<file path="src/rtl/buffer_pool_message_queue_unit_defines.svh">
// Assertion macros for the buffer pool message queue unit.
// Included by the RTL files that carry concurrent assertions; needs clock and reset in scope.
`ifndef BUFFER_POOL_MESSAGE_QUEUE_UNIT_DEFINES_SVH
`define BUFFER_POOL_MESSAGE_QUEUE_UNIT_DEFINES_SVH

// A condition that must hold at every clock edge outside reset.
`define BPMQ_ASSERT_ALWAYS(label, cond, msg) \
   label: assert property (@(posedge clock) disable iff (reset) (cond)) \
      else $error(msg);

// A condition that must hold in the same cycle as its trigger.
`define BPMQ_ASSERT_IMPLY(label, ante, cons, msg) \
   label: assert property (@(posedge clock) disable iff (reset) (ante) |-> (cons)) \
      else $error(msg);

`endif

</file>
<file path="src/rtl/bpmq_pkg.sv">
// Shared types and constants of the buffer pool message queue unit.
// No dependencies; imported by buffer_pool_message_queue_unit and its testbench.
`default_nettype none

package bpmq_pkg;

   localparam int POOL_BUFFERS = 64;
   localparam int COUNT_BITS = 32;
   localparam int BUF_BITS = $clog2(POOL_BUFFERS);
   localparam int CNT_W = $clog2(POOL_BUFFERS + 1);
   localparam int KIND_BITS = 3;
   localparam int STATUS_BITS = 2;
   localparam int BSTATE_BITS = 2;
   localparam int CSR_INDEX_BITS = 2;
   localparam int CSR_DATA_BITS = 7;

   localparam logic [CNT_W-1:0] POOL_COUNT = CNT_W'(POOL_BUFFERS);
   localparam logic [CNT_W-1:0] RESET_BUFFERS = CNT_W'(16);

   localparam logic [KIND_BITS-1:0] KIND_ALLOC = 3'd0;
   localparam logic [KIND_BITS-1:0] KIND_SEND = 3'd1;
   localparam logic [KIND_BITS-1:0] KIND_RECV = 3'd2;
   localparam logic [KIND_BITS-1:0] KIND_FREE = 3'd3;
   localparam logic [KIND_BITS-1:0] KIND_PURGE = 3'd4;

   localparam logic [STATUS_BITS-1:0] STATUS_OK = 2'd0;
   localparam logic [STATUS_BITS-1:0] STATUS_NO_FREE = 2'd1;
   localparam logic [STATUS_BITS-1:0] STATUS_EMPTY = 2'd2;
   localparam logic [STATUS_BITS-1:0] STATUS_BAD_BUFFER = 2'd3;

   localparam logic [BSTATE_BITS-1:0] BST_UNUSED = 2'd0;
   localparam logic [BSTATE_BITS-1:0] BST_FREE = 2'd1;
   localparam logic [BSTATE_BITS-1:0] BST_READY = 2'd2;
   localparam logic [BSTATE_BITS-1:0] BST_USER = 2'd3;

   localparam logic [CSR_INDEX_BITS-1:0] CSR_INITIAL_BUFFERS = 2'd0;
   localparam logic [CSR_INDEX_BITS-1:0] CSR_ALLOW_GROWTH = 2'd1;

   typedef enum logic {
      S_IDLE,
      S_EXEC
   } bpmq_state_type;

   typedef struct packed {
      logic [KIND_BITS-1:0] kind;
      logic [BUF_BITS-1:0]  buffer;
   } bpmq_req_type;

   typedef struct packed {
      logic [STATUS_BITS-1:0] status;
      logic [BUF_BITS-1:0]    granted_buffer;
      logic [CNT_W-1:0]       ready_count;
      logic [CNT_W-1:0]       free_count;
      logic [CNT_W-1:0]       user_count;
      logic [CNT_W-1:0]       pool_in_use;
      logic [COUNT_BITS-1:0]  total_sends;
      logic [COUNT_BITS-1:0]  total_receives;
      logic [CNT_W-1:0]       peak_ready;
   } bpmq_rsp_type;

endpackage

`default_nettype wire

</file>
<file path="src/rtl/bpmq_ram.sv">
// Generic simple dual-port RAM with one write port and a registered read port.
// No dependencies.
`default_nettype none

module bpmq_ram #(
   parameter int WIDTH = 8,
   parameter int DEPTH = 64
) (
   input  wire logic                     clock,
   input  wire logic                     wr_en,
   input  wire logic [$clog2(DEPTH)-1:0] wr_addr,
   input  wire logic [WIDTH-1:0]         wr_data,
   input  wire logic [$clog2(DEPTH)-1:0] rd_addr,
   output logic      [WIDTH-1:0]         rd_data
);

   logic [WIDTH-1:0] mem_ff [DEPTH];
   logic [WIDTH-1:0] rd_data_ff;

   always_ff @(posedge clock) begin
      if (wr_en) begin
         mem_ff[wr_addr] <= wr_data;
      end
      rd_data_ff <= mem_ff[rd_addr];
   end

   assign rd_data = rd_data_ff;

endmodule

`default_nettype wire

</file>
<file path="src/rtl/buffer_pool_message_queue_unit.sv">
// Buffer pool manager with a LIFO free list and a FIFO ready queue; uses bpmq_pkg and bpmq_ram.
// A command is carried out in the execute state, and the result strobe is registered as that
// state is left; the next command may be accepted at the edge that completes the result transfer.
// Purge frees ready buffers one after another in the execute state, paced by the next link read.
// Synchronous reset restores 16 free buffers with growth off at once; no clearing pass.
// The result channel cannot stall.
`default_nettype none
`include "buffer_pool_message_queue_unit_defines.svh"

module buffer_pool_message_queue_unit
   import bpmq_pkg::*;
(
   input  wire logic                      clock,
   input  wire logic                      reset,
   input  wire logic                      start,
   output logic                           busy,
   input  wire bpmq_req_type              req_payload,
   output logic                           rsp_strobe,
   output bpmq_rsp_type                   rsp_payload,
   input  wire logic                      csr_valid,
   output logic                           csr_ready,
   input  wire logic [CSR_INDEX_BITS-1:0] csr_index,
   input  wire logic [CSR_DATA_BITS-1:0]  csr_data
);

   bpmq_state_type state_ff, state_in;
   bpmq_req_type cmd_ff, cmd_in;
   bpmq_rsp_type rsp_ff, rsp_in;
   logic rsp_strobe_ff, rsp_strobe_in;
   logic allow_growth_ff, allow_growth_in;
   logic [CNT_W-1:0] enabled_ff, enabled_in;
   logic [CNT_W-1:0] ready_cnt_ff, ready_cnt_in;
   logic [CNT_W-1:0] free_cnt_ff, free_cnt_in;
   logic [CNT_W-1:0] user_cnt_ff, user_cnt_in;
   logic [CNT_W-1:0] fresh_cnt_ff, fresh_cnt_in;
   logic [CNT_W-1:0] peak_ff, peak_in;
   logic [COUNT_BITS-1:0] sends_ff, sends_in;
   logic [COUNT_BITS-1:0] recvs_ff, recvs_in;
   logic [BUF_BITS-1:0] free_head_ff, free_head_in;
   logic [BUF_BITS-1:0] ready_head_ff, ready_head_in;
   logic [BUF_BITS-1:0] ready_tail_ff, ready_tail_in;
   logic [POOL_BUFFERS-1:0] valid_ff, valid_in;

   logic link_we;
   logic [BUF_BITS-1:0] link_wa, link_wd, link_ra, link_rdata;
   logic bst_we;
   logic [BUF_BITS-1:0] bst_wa, bst_ra;
   logic [BSTATE_BITS-1:0] bst_wd, bst_rdata;

   logic [BSTATE_BITS-1:0] cur_bst;
   logic user_ok;
   logic [CNT_W-1:0] grow_half, grow_room, grow_add, grow_top;
   logic grow_now;
   logic [BUF_BITS-1:0] alloc_head;
   logic [CNT_W-1:0] alloc_free, alloc_fresh;
   logic alloc_fresh_top;
   logic [CNT_W-1:0] ready_inc, csr_buffers;
   logic [STATUS_BITS-1:0] status;
   logic [BUF_BITS-1:0] granted;
   logic done;

   bpmq_ram #(.WIDTH(BUF_BITS), .DEPTH(POOL_BUFFERS)) link_ram (
      .clock   (clock),
      .wr_en   (link_we),
      .wr_addr (link_wa),
      .wr_data (link_wd),
      .rd_addr (link_ra),
      .rd_data (link_rdata)
   );

   bpmq_ram #(.WIDTH(BSTATE_BITS), .DEPTH(POOL_BUFFERS)) state_ram (
      .clock   (clock),
      .wr_en   (bst_we),
      .wr_addr (bst_wa),
      .wr_data (bst_wd),
      .rd_addr (bst_ra),
      .rd_data (bst_rdata)
   );

   assign busy = (state_ff != S_IDLE);
   assign csr_ready = (state_ff == S_IDLE) && !start;
   assign rsp_strobe = rsp_strobe_ff;
   assign rsp_payload = rsp_ff;

   // Buffers never written since the pool was set up read as free if enabled, else unused.
   assign cur_bst = valid_ff[cmd_ff.buffer] ? bst_rdata :
                    (({1'b0, cmd_ff.buffer} < enabled_ff) ? BST_FREE : BST_UNUSED);
   assign user_ok = ({1'b0, cmd_ff.buffer} < enabled_ff) && (cur_bst == BST_USER);

   assign grow_half = enabled_ff >> 1;
   assign grow_room = POOL_COUNT - enabled_ff;
   assign grow_add = (grow_half > grow_room) ? grow_room : grow_half;
   assign grow_top = enabled_ff + grow_add - CNT_W'(1);
   assign grow_now = (free_cnt_ff == '0);

   // Untouched buffers sit at the bottom of the free list, chained downward by index.
   assign alloc_head = grow_now ? grow_top[BUF_BITS-1:0] : free_head_ff;
   assign alloc_free = grow_now ? grow_add : free_cnt_ff;
   assign alloc_fresh = grow_now ? grow_add : fresh_cnt_ff;
   assign alloc_fresh_top = (alloc_fresh != '0) && (alloc_fresh == alloc_free);

   assign ready_inc = ready_cnt_ff + CNT_W'(1);

   always_comb begin
      csr_buffers = csr_data[CNT_W-1:0];
      if (csr_buffers == '0) begin
         csr_buffers = CNT_W'(1);
      end else if (csr_buffers > POOL_COUNT) begin
         csr_buffers = POOL_COUNT;
      end
   end

   always_ff @(posedge clock) begin
      if (reset) begin
         state_ff <= S_IDLE;
         rsp_strobe_ff <= 1'b0;
         allow_growth_ff <= 1'b0;
         enabled_ff <= RESET_BUFFERS;
         ready_cnt_ff <= '0;
         free_cnt_ff <= RESET_BUFFERS;
         user_cnt_ff <= '0;
         fresh_cnt_ff <= RESET_BUFFERS;
         peak_ff <= '0;
         sends_ff <= '0;
         recvs_ff <= '0;
         free_head_ff <= BUF_BITS'(RESET_BUFFERS - CNT_W'(1));
         ready_head_ff <= '0;
         ready_tail_ff <= '0;
         valid_ff <= '0;
      end else begin
         state_ff <= state_in;
         rsp_strobe_ff <= rsp_strobe_in;
         allow_growth_ff <= allow_growth_in;
         enabled_ff <= enabled_in;
         ready_cnt_ff <= ready_cnt_in;
         free_cnt_ff <= free_cnt_in;
         user_cnt_ff <= user_cnt_in;
         fresh_cnt_ff <= fresh_cnt_in;
         peak_ff <= peak_in;
         sends_ff <= sends_in;
         recvs_ff <= recvs_in;
         free_head_ff <= free_head_in;
         ready_head_ff <= ready_head_in;
         ready_tail_ff <= ready_tail_in;
         valid_ff <= valid_in;
      end
      cmd_ff <= cmd_in;
      rsp_ff <= rsp_in;
   end

   always_comb begin
      state_in = state_ff;
      cmd_in = cmd_ff;
      rsp_in = rsp_ff;
      rsp_strobe_in = 1'b0;
      allow_growth_in = allow_growth_ff;
      enabled_in = enabled_ff;
      ready_cnt_in = ready_cnt_ff;
      free_cnt_in = free_cnt_ff;
      user_cnt_in = user_cnt_ff;
      fresh_cnt_in = fresh_cnt_ff;
      peak_in = peak_ff;
      sends_in = sends_ff;
      recvs_in = recvs_ff;
      free_head_in = free_head_ff;
      ready_head_in = ready_head_ff;
      ready_tail_in = ready_tail_ff;
      valid_in = valid_ff;
      link_we = 1'b0;
      link_wa = ready_head_ff;
      link_wd = free_head_ff;
      link_ra = free_head_ff;
      bst_we = 1'b0;
      bst_wa = cmd_ff.buffer;
      bst_wd = BST_USER;
      bst_ra = req_payload.buffer;
      status = STATUS_OK;
      granted = '0;
      done = 1'b0;

      unique case (state_ff)
         S_IDLE: begin
            if (start) begin
               cmd_in = req_payload;
               link_ra = (req_payload.kind == KIND_ALLOC) ? free_head_ff : ready_head_ff;
               state_in = S_EXEC;
            end else if (csr_valid) begin
               if (csr_index == CSR_INITIAL_BUFFERS) begin
                  valid_in = '0;
                  enabled_in = csr_buffers;
                  free_cnt_in = csr_buffers;
                  fresh_cnt_in = csr_buffers;
                  free_head_in = BUF_BITS'(csr_buffers - CNT_W'(1));
                  ready_cnt_in = '0;
                  user_cnt_in = '0;
                  peak_in = '0;
                  sends_in = '0;
                  recvs_in = '0;
                  ready_head_in = '0;
                  ready_tail_in = '0;
               end else if (csr_index == CSR_ALLOW_GROWTH) begin
                  allow_growth_in = csr_data[0];
               end
            end
         end
         S_EXEC: begin
            done = 1'b1;
            unique case (cmd_ff.kind)
               KIND_ALLOC: begin
                  if (grow_now && (!allow_growth_ff || (grow_add == '0))) begin
                     status = STATUS_NO_FREE;
                  end else begin
                     if (grow_now) begin
                        enabled_in = enabled_ff + grow_add;
                     end
                     granted = alloc_head;
                     free_head_in = alloc_fresh_top ? (alloc_head - BUF_BITS'(1)) : link_rdata;
                     fresh_cnt_in = alloc_fresh_top ? (alloc_fresh - CNT_W'(1)) : alloc_fresh;
                     free_cnt_in = alloc_free - CNT_W'(1);
                     user_cnt_in = user_cnt_ff + CNT_W'(1);
                     bst_we = 1'b1;
                     bst_wa = alloc_head;
                     bst_wd = BST_USER;
                     valid_in[alloc_head] = 1'b1;
                  end
               end
               KIND_SEND: begin
                  if (!user_ok) begin
                     status = STATUS_BAD_BUFFER;
                  end else begin
                     if (ready_cnt_ff == '0) begin
                        ready_head_in = cmd_ff.buffer;
                     end else begin
                        link_we = 1'b1;
                        link_wa = ready_tail_ff;
                        link_wd = cmd_ff.buffer;
                     end
                     ready_tail_in = cmd_ff.buffer;
                     bst_we = 1'b1;
                     bst_wa = cmd_ff.buffer;
                     bst_wd = BST_READY;
                     valid_in[cmd_ff.buffer] = 1'b1;
                     ready_cnt_in = ready_inc;
                     user_cnt_in = user_cnt_ff - CNT_W'(1);
                     sends_in = sends_ff + COUNT_BITS'(1);
                     if (ready_inc > peak_ff) begin
                        peak_in = ready_inc;
                     end
                  end
               end
               KIND_RECV: begin
                  if (ready_cnt_ff == '0) begin
                     status = STATUS_EMPTY;
                  end else begin
                     granted = ready_head_ff;
                     bst_we = 1'b1;
                     bst_wa = ready_head_ff;
                     bst_wd = BST_USER;
                     valid_in[ready_head_ff] = 1'b1;
                     ready_head_in = link_rdata;
                     ready_cnt_in = ready_cnt_ff - CNT_W'(1);
                     if (ready_cnt_ff == CNT_W'(1)) begin
                        ready_head_in = '0;
                        ready_tail_in = '0;
                     end
                     user_cnt_in = user_cnt_ff + CNT_W'(1);
                     recvs_in = recvs_ff + COUNT_BITS'(1);
                  end
               end
               KIND_FREE: begin
                  if (!user_ok) begin
                     status = STATUS_BAD_BUFFER;
                  end else begin
                     link_we = 1'b1;
                     link_wa = cmd_ff.buffer;
                     link_wd = free_head_ff;
                     free_head_in = cmd_ff.buffer;
                     bst_we = 1'b1;
                     bst_wa = cmd_ff.buffer;
                     bst_wd = BST_FREE;
                     valid_in[cmd_ff.buffer] = 1'b1;
                     free_cnt_in = free_cnt_ff + CNT_W'(1);
                     user_cnt_in = user_cnt_ff - CNT_W'(1);
                  end
               end
               KIND_PURGE: begin
                  if (ready_cnt_ff != '0) begin
                     link_we = 1'b1;
                     link_wa = ready_head_ff;
                     link_wd = free_head_ff;
                     link_ra = link_rdata;
                     free_head_in = ready_head_ff;
                     bst_we = 1'b1;
                     bst_wa = ready_head_ff;
                     bst_wd = BST_FREE;
                     valid_in[ready_head_ff] = 1'b1;
                     ready_head_in = link_rdata;
                     ready_cnt_in = ready_cnt_ff - CNT_W'(1);
                     free_cnt_in = free_cnt_ff + CNT_W'(1);
                     recvs_in = recvs_ff + COUNT_BITS'(1);
                     if (ready_cnt_ff == CNT_W'(1)) begin
                        ready_head_in = '0;
                        ready_tail_in = '0;
                     end else begin
                        done = 1'b0;
                     end
                  end
               end
               default: begin
               end
            endcase
            if (done) begin
               state_in = S_IDLE;
               rsp_strobe_in = 1'b1;
               rsp_in.status = status;
               rsp_in.granted_buffer = granted;
               rsp_in.ready_count = ready_cnt_in;
               rsp_in.free_count = free_cnt_in;
               rsp_in.user_count = user_cnt_in;
               rsp_in.pool_in_use = enabled_in;
               rsp_in.total_sends = sends_in;
               rsp_in.total_receives = recvs_in;
               rsp_in.peak_ready = peak_in;
            end
         end
         default: begin
            state_in = S_IDLE;
         end
      endcase
   end

   `BPMQ_ASSERT_ALWAYS(a_accounting, (ready_cnt_ff + free_cnt_ff + user_cnt_ff) == enabled_ff, "buffer counts do not add up to the enabled pool")
   `BPMQ_ASSERT_ALWAYS(a_fresh_bound, fresh_cnt_ff <= free_cnt_ff, "untouched buffers exceed the free list length")
   `BPMQ_ASSERT_ALWAYS(a_peak_bound, peak_ff >= ready_cnt_ff, "peak ready length below the current queue length")
   `BPMQ_ASSERT_IMPLY(a_empty_queue, ready_cnt_ff == '0, (ready_head_ff == '0) && (ready_tail_ff == '0), "empty ready queue left stale head or tail")
   `BPMQ_ASSERT_IMPLY(a_rsp_after_exec, rsp_strobe_ff, $past(state_ff == S_EXEC), "result strobe without a preceding execute cycle")

endmodule

`default_nettype wire

</file>
<file path="config.mk">
export PLATFORM = sky130hd
export DESIGN_NAME = buffer_pool_message_queue_unit
export DESIGN_NICKNAME = d
export VERILOG_FILES = /design/src/rtl/bpmq_pkg.sv /design/src/rtl/bpmq_ram.sv /design/src/rtl/buffer_pool_message_queue_unit.sv
export VERILOG_INCLUDE_DIRS = /design/src /design/src/rtl
export SDC_FILE = /design/constraint.sdc
export NUM_CORES = 1
export LEC_CHECK = 0
export ABC_AREA = 1
export BUFFER_PORTS_ARGS = -buffer_cell sky130_fd_sc_hd__buf_2
export CAP_MARGIN = 20
export CORE_ASPECT_RATIO = 0.9
export CORE_UTILIZATION = 50
export DETAILED_ROUTE_END_ITERATION = 12
export MAX_ROUTING_LAYER = met4
export PLACE_DENSITY_LB_ADDON = 0.08
export SETUP_SLACK_MARGIN = 0.1
export SYNTH_ARGS = -nofsm -noshare
export SYNTH_HDL_FRONTEND = slang
export SYNTH_SLANG_ARGS = --single-unit
</file>
<file path="constraint.sdc">
create_clock -name clock -period 7.3 [get_ports clock]
set_clock_uncertainty 0.05 [all_clocks]
set_input_delay 0.365 -clock clock [delete_from_list [all_inputs] [get_ports clock]]
set_output_delay 0.365 -clock clock [all_outputs]
set_load 0.01 [all_outputs]
</file>
=== Word level (Yosys, flattened, before mapping) ===
Memory sizes are Yosys's and may differ from the RTL's. A register that Yosys moved wholly into a read port is not among the register bits.
Cells that the tools add are included.

* Bits of input ports: 22
* Output and inout port bits: 110
* Memories kept: 2
* Register bits after elaboration: 307
* RAM bits: 512
* Logic and storage cells: 252

{| class="wikitable"
|+ Memory list
! memory !! words !! bits a word !! rd ports !! clocked after Yosys merged registers in !! write ports !! line !! RTL
|-
| link_ram.mem_ff || 64 || 6 || 1 || 1 || 1 || bpmq_ram.sv:17 || <nowiki>logic [WIDTH-1:0] mem_ff [DEPTH];</nowiki>
|-
| state_ram.mem_ff || 64 || 2 || 1 || 1 || 1 || bpmq_ram.sv:17 ||
|}

* Muxes and demuxes: 143
* Order comparisons: 10
* Add/subtract/negate cells: 14
* Equality and inequality tests: 22
* Bitwise gates (word level): 6
* Reductions and logical operators: 29

{| class="wikitable"
|+ Operators by type and width
! kind !! count
|-
| two-way mux 64 bit || 7
|-
| case mux 64 bit (4 select lines) || 1
|-
| two-way mux 32 bit || 7
|-
| two-way mux 6 bit || 36
|-
| two-way mux 7 bit || 29
|-
| OR 64 bit || 3
|-
| case mux 32 bit (2 select lines) || 3
|-
| case mux 64 bit (2 select lines) || 1
|-
| case mux 7 bit (2 select lines) || 6
|-
| case mux 6 bit (2 select lines) || 6
|-
| case mux 6 bit (3 select lines) || 4
|-
| adder 32 x 1 -> 32 bit, second input constant || 2
|-
| case mux 7 bit (3 select lines) || 3
|-
| logical NOT 7 bit || 4
|-
| subtractor 7 x 1 -> 7 bit, second input constant || 4
|-
| two-way mux 1 bit || 25
|-
| adder 7 x 1 -> 7 bit, second input constant || 3
|-
| less-than comparator 6 x 7 -> 1 bit, second input constant || 3
|-
| demux 1 bit (select 6 bit) || 3
|-
| >= comparator 6 x 1 -> 1 bit, second input constant || 3
|-
| subtractor 6 x 1 -> 6 bit, second input constant || 3
|-
| inequality test 3 bit, second input constant || 5
|-
| AND reduction 7 bit || 2
|-
| nonzero test 7 bit || 2
|-
| other kinds (35) || 59
|}

=== Depth between registers and ports, before layout ===
* Depth in word-level cells: 14
* Mapped depth: 35
* Mapped depth without buffers: 35

=== Modules after synthesis ===
From an unflattened synthesis, not the netlist that was laid out.

* Cell total of the unflattened synthesis: 4,717
* Area total of the unflattened synthesis: 41,486.0 um2

{| class="wikitable"
|+ By module, submodules not included
! module !! cells an instance !! seq. area each (um2) !! area an instance (um2) !! times used
|-
| buffer_pool_message_queue_unit || 2,803 || 7,307.0 || 19,929.1 || 1
|-
| bpmq_ram at link_ram || 1,393 || 11,651.2 || 15,942.8 || 1
|-
| bpmq_ram at state_ram || 521 || 3,883.7 || 5,614.1 || 1
|}

=== Worst setup path before layout ===
OpenSTA, ideal clock, no wires.

* Kind: reg2reg
* Start point: register enabled_ff[5]
* End point: memory link_ram.mem_ff[0][5] in the netlist's numbering, data pin
* Library setup time: 702 ps
* Required time: 6,548 ps
* Arrival time: 5,346 ps
* Path buffers: 2
* Cell stages (with the launch flop): 15
* Slack: 1,202 ps
* Cells stage by stage: dfxtp_1 buf_2 inv_1 ha_1 inv_1 nor2_1 nand3_1 a21oi_1 a221oi_4 nand3_4 nor2_4 nand2_1 nor2_1 clkbuf_1 o21ai_0

* Longest elaborated chain between the ends: 8

{| class="wikitable"
|+ RTL lines
! item !! line !! RTL
|-
| start: declaration || buffer_pool_message_queue_unit.sv:31 || <nowiki>logic [CNT_W-1:0] enabled_ff, enabled_in;</nowiki>
|-
| start signal: assignment || buffer_pool_message_queue_unit.sv:134 || <nowiki>enabled_ff <= enabled_in;</nowiki>
|-
| less-than comparator 6 x 7 -> 1 bit (*) || buffer_pool_message_queue_unit.sv:87, buffer_pool_message_queue_unit.sv:88 ||
|-
| two-way mux 1 bit || buffer_pool_message_queue_unit.sv:87 || <nowiki>(({1'b0, cmd_ff.buffer} < enabled_ff) ? BST_FREE : BST_UNUSED);</nowiki>
|-
| two-way mux 2 bit || buffer_pool_message_queue_unit.sv:86 || <nowiki>assign cur_bst = valid_ff[cmd_ff.buffer] ? bst_rdata :</nowiki>
|-
| equality test 2 bit || buffer_pool_message_queue_unit.sv:88 || <nowiki>assign user_ok = ({1'b0, cmd_ff.buffer} < enabled_ff) && (cur_bst == BST_USER);</nowiki>
|-
| logical AND 1 bit (*) || buffer_pool_message_queue_unit.sv:88 ||
|-
| two-way mux 6 bit (*) || buffer_pool_message_queue_unit.sv:228 || <nowiki>if (!user_ok) begin</nowiki>
|-
| two-way mux 6 bit (*) || n/a ||
|-
| two-way mux 6 bit (*) || buffer_pool_message_queue_unit.sv:181 || <nowiki>unique case (state_ff)</nowiki>
|-
| named net link_ram.wr_data[5] || bpmq_ram.sv:12 || <nowiki>input wire logic [WIDTH-1:0] wr_data,</nowiki>
|-
| end: declaration || bpmq_ram.sv:17 ||
|}

Mark *: on every way through the listed nets, which the timed path passes. The rest lies on a longest branch.

=== Worst setup path in the final report ===
* Start point: register enabled_ff[1]
* End point: memory state_ram.mem_ff[32][0] in the netlist's numbering, enable pin

* Longest elaborated chain between the ends: 11
* Elaborated cells between the ends (all ways): 23
* Classes of those cells: add/sub: 3; order compare: 2; eq/ne: 1; mux: 13; reduce/logical: 4

{| class="wikitable"
|+ RTL lines
! item !! line
|-
| branches (longest 11 deep; another with subtractor 7 bit) || n/a
|-
| end: declaration || bpmq_ram.sv:17
|}

Several ways; the timed one is not identified.

==> metrics.cfg <==
[timing]
fmax_ghz=0.1712
finalHoldViolCount=0
finalSetupViolations=0
final_max_slew_viol_count=0
fin_crit_ns=5.840
worst_slew_pin_slew_ns=1.090
fin_tns_setup_ns=0
rsz0062_at_grt=false
period_share_pct=80.00
relSlewSlack_pct=27.34
setup_slack_ns=1.460

[hold_path]
hold_class=primary input to flip-flop

[place]
dp_hpwl_um=72490
gp_congestion=0.9981
preCtsSetupSlack_ns=1.597
port_buffers=131
placed_cells=5339

[synthesis]
syn_nets=4392
synth_seq_cells=827
synth_edf_count=628
synthArstFlopShare_pct=0
syn_area_per_cell_um2=9.251
seq_area_frac_synth_pct=57.02
ys.flop_type=edfxtp_1
syn_inst=4330
syn_area_um2=40060
synth_cell_types=60
yosysWarnings=0

[pwr]
powerDensity_nw_per_um2=255.0
vdd_drop_max_mv=0.1829
p_leak_nw=16.05

[worst_setup_path]
cp_top_family=simple AND/OR/NAND/NOR gates
critPathLaunchType=flip-flop
worstPathMaxFanout=7
path_common_cell=nand2_1
required_ns=7.60
max_stage_delay_ns=0.51
crit_path_top_delay_cell=a21oi_1
arrival_ns=6.14
worstSetupPathType=flip-flop to flip-flop
cp-end-kind=flip-flop
critPathBufInv=5

[drt]
route.antenna.remaining_nets=0
wl_per_cell_um=20.41
first_pass_iters=6
viasPerCell=5.738
drc_errors=0
drt_iter0_drc=3568
drt-total-wl_um=112400
vias=31590

[cells_and_area]
nets=4448
final_cell_mix=nand2_1 (767), edfxtp_1 (628), nor2_1 (519)
n_antenna_cell=0
final_common_cell=nand2_1
final_core_util_pct=56.00
instances_no_fill=5505
layout-drive-gt1-share_pct=9.989
syn2layout_area_growth_pct=10.91

[die]
start_util_pct=50.49
die_x_um=300.4
coreArea_um2=79330
fp.dieArea_um2=81250
num_io_pins=132
die_h_um=270.5
rows=98

[cts]
numCtsBuffers=87
cts.sinks=827
post_cts_buffers=0
cts_tree=yes
h-tree-depth=3
post_cts_resize_count=0
clk_path_buf_depth=3
clkLatencyLatePin_ns=0.66
ctsHoldBuffers=7
clk_pin_slew_ns=0.07
root_buffer=clkbuf_16

[global_route]
grtUsageTotal_pct=28.07
grt_max_degree=107
grt_remaining_overflow=0
antenna_found_initial=1
grt_first_pass_wirelength_um=171800
grt_pass1_vias=29290

[run]
cap_violations=0

[status]
outcome=finished clean

-- metal layers --
metal	up-vias	wire length [um]	global-route usage, %
li1	15130	-	-
met1	14950	50720	40.25
met2	1265	49290	40.92
met3	236	9256	4.617
met4	0	3093	8.029
met5	-	0	-
-- cells in the mapped netlist (4+ instances only) --
| master | count | area share [%] |
|---|---|---|
| nand2_1 | 772 | 7.2 |
| buf_4 | 5 | 0.094 |
| and2_1 | 4 | 0.062 |
| o221ai_1 | 10 | 0.22 |
| nor2_2 | 8 | 0.12 |
| a31oi_1 | 7 | 0.11 |
| nand2_2 | 28 | 0.44 |
| nand4_1 | 56 | 0.87 |
| nor3_1 | 61 | 0.76 |
| nor3_2 | 4 | 0.10 |
| o21ai_0 | 400 | 5.0 |
| a21oi_1 | 225 | 2.8 |
| a211oi_1 | 5 | 0.094 |
| buf_6 | 5 | 0.14 |
| o211ai_1 | 204 | 3.8 |
| nand3b_1 | 7 | 0.13 |
| or2_2 | 41 | 0.64 |
| o21a_1 | 7 | 0.13 |
| clkbuf_1 | 140 | 1.3 |
| buf_2 | 60 | 0.75 |
| dfxtp_1 | 199 | 9.9 |
| nor2_1 | 520 | 4.9 |
| xnor2_1 | 17 | 0.37 |
| nand3_1 | 136 | 1.7 |
| o22ai_1 | 127 | 2.0 |
| edfxtp_1 | 628 | 47 |
| clkinv_1 | 5 | 0.047 |
| inv_1 | 402 | 3.8 |
| a22oi_1 | 4 | 0.075 |
| o21ai_1 | 26 | 0.32 |
| buf_1 | 6 | 0.056 |
| inv_2 | 17 | 0.16 |
| ha_1 | 39 | 1.2 |
| nor2_4 | 7 | 0.20 |
| a221oi_1 | 4 | 0.087 |
| o21bai_1 | 12 | 0.22 |
| xor2_1 | 73 | 1.6 |
| mux2i_1 | 10 | 0.25 |
| nand3_2 | 12 | 0.30 |
| nor4_1 | 7 | 0.11 |
-- metrics by stage --
| step | area, um2 | hold slack, ns | power (mW) |
|---|---|---|---|
| CTS | 44420 | 0.02099 | 11.36 |
| global placement | 41540 | 0.3869 | 6.989 |
| finish | 44430 | 0.05709 | 11.33 |
| global route | 44430 | 0.03901 | 11.73 |
| detailed placement | 41540 | 0.3901 | 6.992 |
| floorplan | 40060 | 0.3797 | 6.438 |
-- kinds of logic after synthesis --
group,count (synthesis),synth area share (%)
and+or+nand+nor,1672,17.80
AOI/OAI and AO/OA,1051,15.37
DFF,827,57.02
buffers and inverters,640,6.325
xor gates and xnor gates,90,1.968
adders and majority gates,40,1.268
muxes,10,0.2499
-- registers in the layout (all words and copies together), names as in the netlist, 9 cells and up --
| name | cells |
|---|---|
| sends_ff | 32 |
| recvs_ff | 32 |
| cmd_ff | 9 |
| state_ram.mem_ff | 128 |
| rsp_payload | 107 |
| link_ram.mem_ff | 384 |
| valid_ff | 64 |
-- path summary, 6_finish.rpt --
kind	start	end	slack (ns)	cells past startpoint
worst min-delay path	req_payload[3]	cmd_ff[3]	0.06	1
worst max-delay path	enabled_ff[1]	state_ram.mem_ff[32][0]	1.46	28
worst max register to register	enabled_ff[1]	state_ram.mem_ff[32][0]	1.46	28
worst min register to register	valid_ff[9]	valid_ff[9]	0.40	2
-- final cells by class --
cell class	instances	area [um2]
fill	7192	34900
sequential	827	22850
multi-input combinational	2863	14770
clock buffer	109	2291
inverter	424	1598
tap	1050	1314
timing repair buffer	183	1095
clock inverter	49	513.0
-- power breakdown --
part	total, mW	internal (mW)	switching, mW
combinational	1.71	0.445	1.26
sequential	5.23	5.16	0.0708
clock	4.40	2.49	1.90
(Power assumes the default switching activity.)
